===== src/design/vra_pkg.sv =====
`timescale 1ns / 1ps
// ----------------------------------------------------------------------------
// vra_pkg
// shared types and constants for the value rank assigner
// ----------------------------------------------------------------------------
package vra_pkg;

    localparam int C_MAX_ITEMS = 64;
    localparam int C_VALUE_W   = 32;
    localparam int C_RANK_W    = 6;
    localparam int C_CMD_AW    = 1;   // command queue holds 2 items
    localparam int C_RES_AW    = 2;   // result queue holds 4 items

    typedef struct packed {
        logic signed [C_VALUE_W-1:0] value;
        logic                        is_final;
    } t_in;

    typedef struct packed {
        logic [C_RANK_W-1:0] rank;
        logic                last_rank;
        logic                overflow;
    } t_out;

    // classified item handed from front to back
    typedef struct packed {
        logic signed [C_VALUE_W-1:0] value;
        logic                        is_final;
        logic                        drop;
    } t_cmd;

    typedef enum logic [1:0] {
        BK_IDLE,
        BK_SCAN,
        BK_STORE,
        BK_EMIT
    } t_back_state;

endpackage


===== src/design/value_rank_assigner_unit.sv =====
`timescale 1ns / 1ps
// ----------------------------------------------------------------------------
// value_rank_assigner_unit
// rank transform of a set of signed values, ranks emitted in load order
// ----------------------------------------------------------------------------
//
//  channel   | handshake            | payload
//  ----------+----------------------+------------------------------------
//  input     | push / full          | i_item   : value, is_final
//  result    | pop / empty          | o_result : rank, last_rank, overflow
//
//  the front takes one item per cycle while the 2-entry command queue has room
//  the first value of a set and any dropped value are taken in the idle state,
//    the k-th value after the first (k from 1) scans the k stored values one by
//    one through the single read port of the value store, then is stored
//  emission of n ranks stalls whenever the 4-entry result queue has no room
//  reset is synchronous and clears control only, there is no clearing pass
//  a full result queue stalls emission, a busy back fills the command queue
//
module value_rank_assigner_unit #(
    parameter int MAX_ITEMS = vra_pkg::C_MAX_ITEMS
) (
    input  logic          i_clk,
    input  logic          i_rst_n,
    input  logic          push,
    output logic          full,
    input  vra_pkg::t_in  i_item,
    output logic          empty,
    input  logic          pop,
    output vra_pkg::t_out o_result
);

    import vra_pkg::*;

    // slot index and count width, store address width
    localparam int CW    = $clog2(MAX_ITEMS + 1);
    localparam int AW    = $clog2(MAX_ITEMS);
    localparam int CMD_W = $bits(t_cmd) + CW;
    localparam int RES_W = $bits(t_out);

    // front to command queue
    logic          w_cmd_wr;
    t_cmd          w_cmd_in;
    logic [CW-1:0] w_cmd_idx_in;
    logic          w_cmd_full;

    // command queue to back
    logic [CMD_W-1:0] w_cmd_rdata;
    logic             w_cmd_empty;
    logic             w_cmd_rd;
    logic [C_CMD_AW:0] w_cmd_count;
    t_cmd             w_cmd_out;
    logic [CW-1:0]    w_cmd_idx_out;

    // back to result queue
    logic              w_res_wr;
    t_out              w_res_in;
    logic [RES_W-1:0]  w_res_rdata;
    logic [C_RES_AW:0] w_res_count;

    vra_front #(
        .MAX_ITEMS (MAX_ITEMS),
        .CW        (CW)
    ) u_front (
        .i_clk      (i_clk),
        .i_rst_n    (i_rst_n),
        .i_push     (push),
        .o_full     (full),
        .i_item     (i_item),
        .o_cmd_wr   (w_cmd_wr),
        .o_cmd      (w_cmd_in),
        .o_cmd_idx  (w_cmd_idx_in),
        .i_cmd_full (w_cmd_full)
    );

    // classified items wait here while the back is scanning, storing or emitting
    vra_fifo #(
        .WIDTH (CMD_W),
        .AW    (C_CMD_AW)
    ) u_cmd_q (
        .i_clk   (i_clk),
        .i_rst_n (i_rst_n),
        .i_wr    (w_cmd_wr),
        .i_wdata ({w_cmd_in, w_cmd_idx_in}),
        .i_rd    (w_cmd_rd),
        .o_rdata (w_cmd_rdata),
        .o_empty (w_cmd_empty),
        .o_count (w_cmd_count)
    );

    assign w_cmd_full    = (w_cmd_count == (C_CMD_AW+1)'(2 ** C_CMD_AW));
    assign w_cmd_out     = t_cmd'(w_cmd_rdata[CW +: $bits(t_cmd)]);
    assign w_cmd_idx_out = w_cmd_rdata[CW-1:0];

    vra_back #(
        .MAX_ITEMS (MAX_ITEMS),
        .CW        (CW),
        .AW        (AW),
        .RES_AW    (C_RES_AW)
    ) u_back (
        .i_clk       (i_clk),
        .i_rst_n     (i_rst_n),
        .i_cmd_empty (w_cmd_empty),
        .o_cmd_rd    (w_cmd_rd),
        .i_cmd       (w_cmd_out),
        .i_cmd_idx   (w_cmd_idx_out),
        .i_res_count (w_res_count),
        .o_res_wr    (w_res_wr),
        .o_res       (w_res_in)
    );

    // results wait here for the consumer, the back reserves room before reading
    vra_fifo #(
        .WIDTH (RES_W),
        .AW    (C_RES_AW)
    ) u_res_q (
        .i_clk   (i_clk),
        .i_rst_n (i_rst_n),
        .i_wr    (w_res_wr),
        .i_wdata (w_res_in),
        .i_rd    (pop),
        .o_rdata (w_res_rdata),
        .o_empty (empty),
        .o_count (w_res_count)
    );

    assign o_result = t_out'(w_res_rdata);

endmodule


===== src/design/vra_fifo.sv =====
`timescale 1ns / 1ps
// ----------------------------------------------------------------------------
// vra_fifo
// small first-in first-out queue with a fill count
// ----------------------------------------------------------------------------
module vra_fifo #(
    parameter int WIDTH = 8,
    parameter int AW    = 1
) (
    input  logic             i_clk,
    input  logic             i_rst_n,
    input  logic             i_wr,
    input  logic [WIDTH-1:0] i_wdata,
    input  logic             i_rd,
    output logic [WIDTH-1:0] o_rdata,
    output logic             o_empty,
    output logic [AW:0]      o_count
);

    localparam int DEPTH = 2 ** AW;

    logic [WIDTH-1:0] r_mem [DEPTH];
    logic [AW-1:0]    r_wp, n_wp;
    logic [AW-1:0]    r_rp, n_rp;
    logic [AW:0]      r_cnt, n_cnt;
    logic             w_full;
    logic             w_wr, w_rd;

    assign o_empty = (r_cnt == '0);
    assign w_full  = (r_cnt == (AW+1)'(DEPTH));
    assign o_count = r_cnt;
    assign o_rdata = r_mem[r_rp];

    assign w_wr = i_wr && !w_full;
    assign w_rd = i_rd && !o_empty;

    always_comb begin
        n_wp  = w_wr ? r_wp + AW'(1) : r_wp;
        n_rp  = w_rd ? r_rp + AW'(1) : r_rp;
        n_cnt = r_cnt + (AW+1)'(w_wr) - (AW+1)'(w_rd);
    end

    always_ff @(posedge i_clk) begin
        if (!i_rst_n) begin
            r_wp  <= '0;
            r_rp  <= '0;
            r_cnt <= '0;
        end else begin
            r_wp  <= n_wp;
            r_rp  <= n_rp;
            r_cnt <= n_cnt;
        end
    end

    always_ff @(posedge i_clk) begin
        if (w_wr) begin
            r_mem[r_wp] <= i_wdata;
        end
    end

endmodule


===== src/design/vra_front.sv =====
`timescale 1ns / 1ps
// ----------------------------------------------------------------------------
// vra_front
// accepts items, assigns store slots and marks items beyond capacity
// ----------------------------------------------------------------------------
module vra_front #(
    parameter int MAX_ITEMS = 64,
    parameter int CW        = 7
) (
    input  logic          i_clk,
    input  logic          i_rst_n,
    input  logic          i_push,
    output logic          o_full,
    input  vra_pkg::t_in  i_item,
    output logic          o_cmd_wr,
    output vra_pkg::t_cmd o_cmd,
    output logic [CW-1:0] o_cmd_idx,
    input  logic          i_cmd_full
);

    import vra_pkg::*;

    logic [CW-1:0] r_cnt, n_cnt;
    logic          w_accept;
    logic          w_drop;

    assign o_full   = i_cmd_full;
    assign w_accept = i_push && !i_cmd_full;
    assign w_drop   = (r_cnt == CW'(MAX_ITEMS));

    assign o_cmd_wr       = w_accept;
    assign o_cmd.value    = i_item.value;
    assign o_cmd.is_final = i_item.is_final;
    assign o_cmd.drop     = w_drop;
    assign o_cmd_idx      = r_cnt;

    // slot count restarts with every set
    always_comb begin
        n_cnt = r_cnt;
        if (w_accept) begin
            if (i_item.is_final) begin
                n_cnt = '0;
            end else if (!w_drop) begin
                n_cnt = r_cnt + CW'(1);
            end
        end
    end

    always_ff @(posedge i_clk) begin
        if (!i_rst_n) begin
            r_cnt <= '0;
        end else begin
            r_cnt <= n_cnt;
        end
    end

endmodule


===== src/design/vra_back.sv =====
`timescale 1ns / 1ps
// ----------------------------------------------------------------------------
// vra_back
// rank update sequencer over the value and rank stores, and rank emission
// ----------------------------------------------------------------------------
module vra_back #(
    parameter int MAX_ITEMS = 64,
    parameter int CW        = 7,
    parameter int AW        = 6,
    parameter int RES_AW    = 2
) (
    input  logic          i_clk,
    input  logic          i_rst_n,
    input  logic          i_cmd_empty,
    output logic          o_cmd_rd,
    input  vra_pkg::t_cmd i_cmd,
    input  logic [CW-1:0] i_cmd_idx,
    input  logic [RES_AW:0] i_res_count,
    output logic          o_res_wr,
    output vra_pkg::t_out o_res
);

    import vra_pkg::*;

    localparam int RES_DEPTH = 2 ** RES_AW;

    t_back_state r_state, n_state;

    logic signed [C_VALUE_W-1:0] r_value, n_value;
    logic                        r_final, n_final;
    logic [CW-1:0]               r_n, n_n;
    logic [CW-1:0]               r_iss, n_iss;
    logic [CW-1:0]               r_wk, n_wk;
    logic                        r_rd_valid, n_rd_valid;
    logic [AW-1:0]               r_below, n_below;
    logic                        r_ovf, n_ovf;

    logic signed [C_VALUE_W-1:0] r_val_mem [MAX_ITEMS];
    logic [AW-1:0]               r_rank_mem [MAX_ITEMS];
    logic signed [C_VALUE_W-1:0] r_val_rd;
    logic [AW-1:0]               r_rank_rd;

    logic                        rd_en;
    logic [AW-1:0]               rd_addr;
    logic                        val_we;
    logic [AW-1:0]               val_wa;
    logic signed [C_VALUE_W-1:0] val_wd;
    logic                        rank_we;
    logic [AW-1:0]               rank_wa;
    logic [AW-1:0]               rank_wd;

    logic                        w_take;
    logic                        w_last_data;
    logic                        w_more;
    logic                        w_room;

    assign w_take      = (r_state == BK_IDLE) && !i_cmd_empty;
    assign w_last_data = r_rd_valid && (r_wk == r_n - CW'(1));
    assign w_more      = (r_iss < r_n);
    assign w_room      = ((RES_AW+2)'(i_res_count) + (RES_AW+2)'(r_rd_valid))
                         < (RES_AW+2)'(RES_DEPTH);

    assign o_cmd_rd = w_take;

    // next state
    always_comb begin
        n_state = r_state;
        case (r_state)
            BK_IDLE: begin
                if (w_take) begin
                    if (i_cmd.drop || i_cmd_idx == '0) begin
                        n_state = i_cmd.is_final ? BK_EMIT : BK_IDLE;
                    end else begin
                        n_state = BK_SCAN;
                    end
                end
            end
            BK_SCAN: begin
                if (w_last_data) begin
                    n_state = BK_STORE;
                end
            end
            BK_STORE: begin
                n_state = r_final ? BK_EMIT : BK_IDLE;
            end
            BK_EMIT: begin
                if (w_last_data) begin
                    n_state = BK_IDLE;
                end
            end
            default: n_state = BK_IDLE;
        endcase
    end

    // datapath and outputs
    always_comb begin
        n_value    = r_value;
        n_final    = r_final;
        n_n        = r_n;
        n_iss      = r_iss;
        n_wk       = r_wk;
        n_rd_valid = 1'b0;
        n_below    = r_below;
        n_ovf      = r_ovf;
        rd_en      = 1'b0;
        rd_addr    = r_iss[AW-1:0];
        val_we     = 1'b0;
        val_wa     = r_n[AW-1:0];
        val_wd     = r_value;
        rank_we    = 1'b0;
        rank_wa    = r_wk[AW-1:0];
        rank_wd    = r_rank_rd + AW'(1);
        o_res_wr   = 1'b0;
        o_res.rank      = C_RANK_W'(r_rank_rd);
        o_res.last_rank = (r_wk == r_n - CW'(1));
        o_res.overflow  = r_ovf;
        case (r_state)
            BK_IDLE: begin
                if (w_take) begin
                    n_value = i_cmd.value;
                    n_final = i_cmd.is_final;
                    n_iss   = '0;
                    n_below = '0;
                    if (i_cmd.drop) begin
                        n_ovf = 1'b1;
                        n_n   = i_cmd_idx;
                    end else if (i_cmd_idx == '0) begin
                        // first value of a set goes straight in with rank zero
                        val_we  = 1'b1;
                        val_wa  = '0;
                        val_wd  = i_cmd.value;
                        rank_we = 1'b1;
                        rank_wa = '0;
                        rank_wd = '0;
                        n_n     = CW'(1);
                    end else begin
                        n_n = i_cmd_idx;
                    end
                end
            end
            BK_SCAN: begin
                if (w_more) begin
                    rd_en      = 1'b1;
                    n_iss      = r_iss + CW'(1);
                    n_wk       = r_iss;
                    n_rd_valid = 1'b1;
                end
                if (r_rd_valid) begin
                    if (r_val_rd < r_value) begin
                        n_below = r_below + AW'(1);
                    end else begin
                        rank_we = 1'b1;
                    end
                end
            end
            BK_STORE: begin
                val_we  = 1'b1;
                rank_we = 1'b1;
                rank_wa = r_n[AW-1:0];
                rank_wd = r_below;
                n_n     = r_n + CW'(1);
                n_iss   = '0;
            end
            BK_EMIT: begin
                if (w_more && w_room) begin
                    rd_en      = 1'b1;
                    n_iss      = r_iss + CW'(1);
                    n_wk       = r_iss;
                    n_rd_valid = 1'b1;
                end
                if (r_rd_valid) begin
                    o_res_wr = 1'b1;
                end
                if (w_last_data) begin
                    n_ovf = 1'b0;
                end
            end
            default: ;
        endcase
    end

    always_ff @(posedge i_clk) begin
        if (!i_rst_n) begin
            r_state    <= BK_IDLE;
            r_rd_valid <= 1'b0;
            r_ovf      <= 1'b0;
            r_n        <= '0;
            r_iss      <= '0;
            r_wk       <= '0;
        end else begin
            r_state    <= n_state;
            r_rd_valid <= n_rd_valid;
            r_ovf      <= n_ovf;
            r_n        <= n_n;
            r_iss      <= n_iss;
            r_wk       <= n_wk;
        end
    end

    always_ff @(posedge i_clk) begin
        r_value <= n_value;
        r_final <= n_final;
        r_below <= n_below;
    end

    // value and rank stores, one write and one registered read each
    always_ff @(posedge i_clk) begin
        if (rd_en) begin
            r_val_rd  <= r_val_mem[rd_addr];
            r_rank_rd <= r_rank_mem[rd_addr];
        end
        if (val_we) begin
            r_val_mem[val_wa] <= val_wd;
        end
        if (rank_we) begin
            r_rank_mem[rank_wa] <= rank_wd;
        end
    end

endmodule


===== config.mk =====
export PLATFORM = sky130hd
export DESIGN_NAME = value_rank_assigner_unit
export DESIGN_NICKNAME = d
export VERILOG_FILES = /design/src/design/vra_pkg.sv /design/src/design/value_rank_assigner_unit.sv /design/src/design/vra_fifo.sv /design/src/design/vra_front.sv /design/src/design/vra_back.sv
export SDC_FILE = /design/constraint.sdc
export NUM_CORES = 2
export LEC_CHECK = 0
export BUFFER_PORTS_ARGS = -buffer_cell sky130_fd_sc_hd__buf_2
export CAP_MARGIN = 20
export CORE_UTILIZATION = 50
export CTS_CLUSTER_DIAMETER = 80
export DETAILED_ROUTE_END_ITERATION = 12
export PLACE_DENSITY_LB_ADDON = 0.2
export REMOVE_ABC_BUFFERS = 1
export SLEW_MARGIN = 10
export SYNTH_ARGS = -nofsm -noshare
export SYNTH_HDL_FRONTEND = slang
export SYNTH_SLANG_ARGS = --single-unit

===== constraint.sdc =====
create_clock -name i_clk -period 8.5 [get_ports i_clk]
set_input_delay 2.55 -clock i_clk [delete_from_list [all_inputs] [get_ports i_clk]]
set_output_delay 2.55 -clock i_clk [all_outputs]
set_load 0.02 [all_outputs]

==> flow_metrics.tcl <==
set metrics [dict create \
    outcome "complete, no violations" \
    power.static_leakage_uw 0.0352 \
    cts_tree "built" \
    synth_area_per_cell_sq_um 23.4 \
    grt_pass1_vias 47800 \
    drv_cap 0 \
    maxSlewHeadroom_pct 24.5 \
    worstPathArrival_ns 5.62 \
    clkTransAtPathRegs_ns 0.06 \
    place_hpwl_um 143000 \
    drt-vias-per-instance 6.27 \
    path_cells "inv_1 > ha_1 > nand2_1 > nor4_1 > a32oi_1 > a2111oi_1 > and4_1 > nor3_4 > buf_4 > nor4_1 > clkbuf_2" \
    fin_crit_ns 5.00 \
    use_met3_pct 6.29 \
    cp_common_cell "nor4_1" \
    grtUsageMet2_pct 36.5 \
    finalSetupViolCount 0 \
    clock_latency_ns 0.93 \
    grtUsageTotal_pct 23.9 \
    post_drt_wl_per_cell_um 32.7 \
    synth_cell_type_count 69 \
    fmax_mhz 200 \
    tns_ns 0 \
    skew_ns 0.0529 \
    ir_worst_vdd_uv 216 \
    gp_congestion 0.837 \
    totalWireLength_um 248000 \
    ios 47 \
    async_flop_share_pct 0 \
    worst_path_max_delay_cell "a2111oi_1" \
    post_cts_buffers 0 \
    areaGrowthSynthToFinish_pct 13.2 \
    globalRouteOverflowTotal 0 \
    crit_fanout 54 \
    dieArea_sq_um 209000 \
    drtIter0Drc 5297 \
    dominantRegCellSynth "edfxtp_1" \
    ys_seq_area_share_pct 77.1 \
    ant_nets 0 \
    path_buf_inv 3 \
    drc_errors 0 \
    synth_common_cells "edfxtp_1, mux4_2, clkbuf_1" \
    antenna_found_initial 17 \
    startpoint_type "flip-flop" \
    synthesis.instances 4427 \
    start_util_pct 50.4 \
    slowest_delay_ns 1.08 \
    die_y_um 457 \
    yosysWarnings 0 \
    endpoint_kind "flip-flop" \
    syn-cell-area_sq_um 103000 \
    nets 4789 \
    final_area_sq_um 117000 \
    crit_type "reg -> reg" \
    layout-drive-gt1-share_pct 31.7 \
    portBuffers 46 \
    drt-pass1-iter-count 7 \
    vias 47600 \
    synthMostInstantiatedCell "edfxtp_1" \
    cts.repair.resized 0 \
    hold_viol_final 0 \
    fillers 14700 \
    cts-buffers-inserted 288 \
    grt_pass1_wl_um 352000 \
    grt_max_degree 139 \
    worstHoldPathType "reg -> reg" \
    die_w_um 457 \
    clkSinkCount 2669 \
    hold_buffers 0 \
    yosysTopAreaCell "edfxtp_1" \
    top_usage_layer "met2" \
    core_area_sq_um 205000 \
    power_density_nw_per_um2 297 \
    num_rows 166 \
    slew_viol_final 0 \
    met1_usage_pct 33.7 \
    clockBufferDepth 4 \
    worstMarginPinSlew_ns 1.13 \
    rsz0062_at_grt "false" \
    synth_area_leaders "edfxtp_1, mux4_2, dfxtp_1" \
    synth_edf_count 2623 \
    required_ns 9.13 \
    synthDominantCellAreaShare_pct 76.2 \
    crit_family "simple AND/OR/NAND/NOR gates" \
    clockRootBuffer "clkbuf_16" \
    placed_area_sq_um 108000 \
    synth-seq-cells 2669 \
    h-tree-depth 5 \
    timing.final.crit_share_pct 58.8 \
]
per-stage QoR:
step / hold slack (ns) / std cells / total power (uW) / setup slack, ns / utilization [%]
3_5_place_dp: 0.485 / 7080 / 23500 / 3.45 / 52.8
6_report: 0.494 / 7580 / 34800 / 3.50 / 57.1
2_1_floorplan: 0.457 / 4199 / 21400 / -18.19 / -
5_1_grt: 0.542 / 7576 / 35900 / 3.35 / 57.1
4_1_cts: 0.497 / 7559 / 35100 / 3.45 / 57.0
3_3_place_gp: 0.479 / 7074 / 23400 / 3.28 / 52.7
flip-flops by register name, indices dropped and copies added, names as in the netlist, 7 cells and up, named ones only:
name	count
u_back.r_val_mem	2048
u_back.r_iss	7
u_back.r_wk	7
u_back.r_rank_mem	384
u_back.r_n	7
u_res_q.r_mem	32
u_front.o_cmd_idx	7
u_cmd_q.r_mem	82
u_back.r_value	32
u_back.r_val_rd	32
final cells by class:
type                    instances  area (sq um)  share of cell area, %
inverters                      55           208                  0.177
diodes                          5          12.5                 0.0107
multi-input cells            1475         23400                   20.0
well taps                    2688          3360                   2.87
clock buffers                 352          7590                   6.49
clock inverters               127          1020                  0.868
flip-flops and latches       2669         79700                   68.1
repair buffers                209          1750                   1.50
power breakdown:
group	switching (uW)	leakage [uW]	internal, uW
Clock	4850	0.00420	6790
Combinational	4140	0.00701	2310
Sequential	249	0.0240	16400
kinds of logic after synthesis:
kind of cell             after synthesis  synth area share, %
AO/OA/AOI/OAI                        132                0.799
XOR/XNOR                              33                0.280
adder cells (fa/ha/maj)               54                0.661
buffers and inverters                283                 1.17
flip-flops                          2669                 77.1
multiplexers                         856                 18.1
AND/OR/NAND/NOR                      400                 1.93
metal layers:
metal  wire, um  up-vias
li1           -    19400
met1     100000    25800
met2     117000     1964
met3      22100      391
met4       8010        8
met5         59        -
worst paths after layout:
| path | start | to | slack, ns | cells after the start |
|---|---|---|---|---|
| max | u_back.r_value[13] | u_back.r_rank_mem[36][2] | 3.50 | 11 |
| min | u_back.r_final | u_back.r_state[1] | 0.49 | 2 |
| max reg2reg | u_back.r_value[13] | u_back.r_rank_mem[36][2] | 3.50 | 11 |
| min reg2reg | u_back.r_final | u_back.r_state[1] | 0.49 | 2 |
layout by cell type (no fill, tap or decap), types with 53 or more instances in the layout:
cell and count:
buf_4 132, clkbuf_1 55, clkbuf_16 293, clkinv_1 62
edfxtp_1 2623, ha_1 53, inv_1 53, mux4_2 806
nand2_1 92, nor2_4 54
tightest hold or removal path, delay by kind of cell, from the launching register on:
kind            cells  cell delay [ns]
compound gates      1             0.07
flops               1             0.34
simple gates        1             0.05
Power figures use the tool's default switching activity.
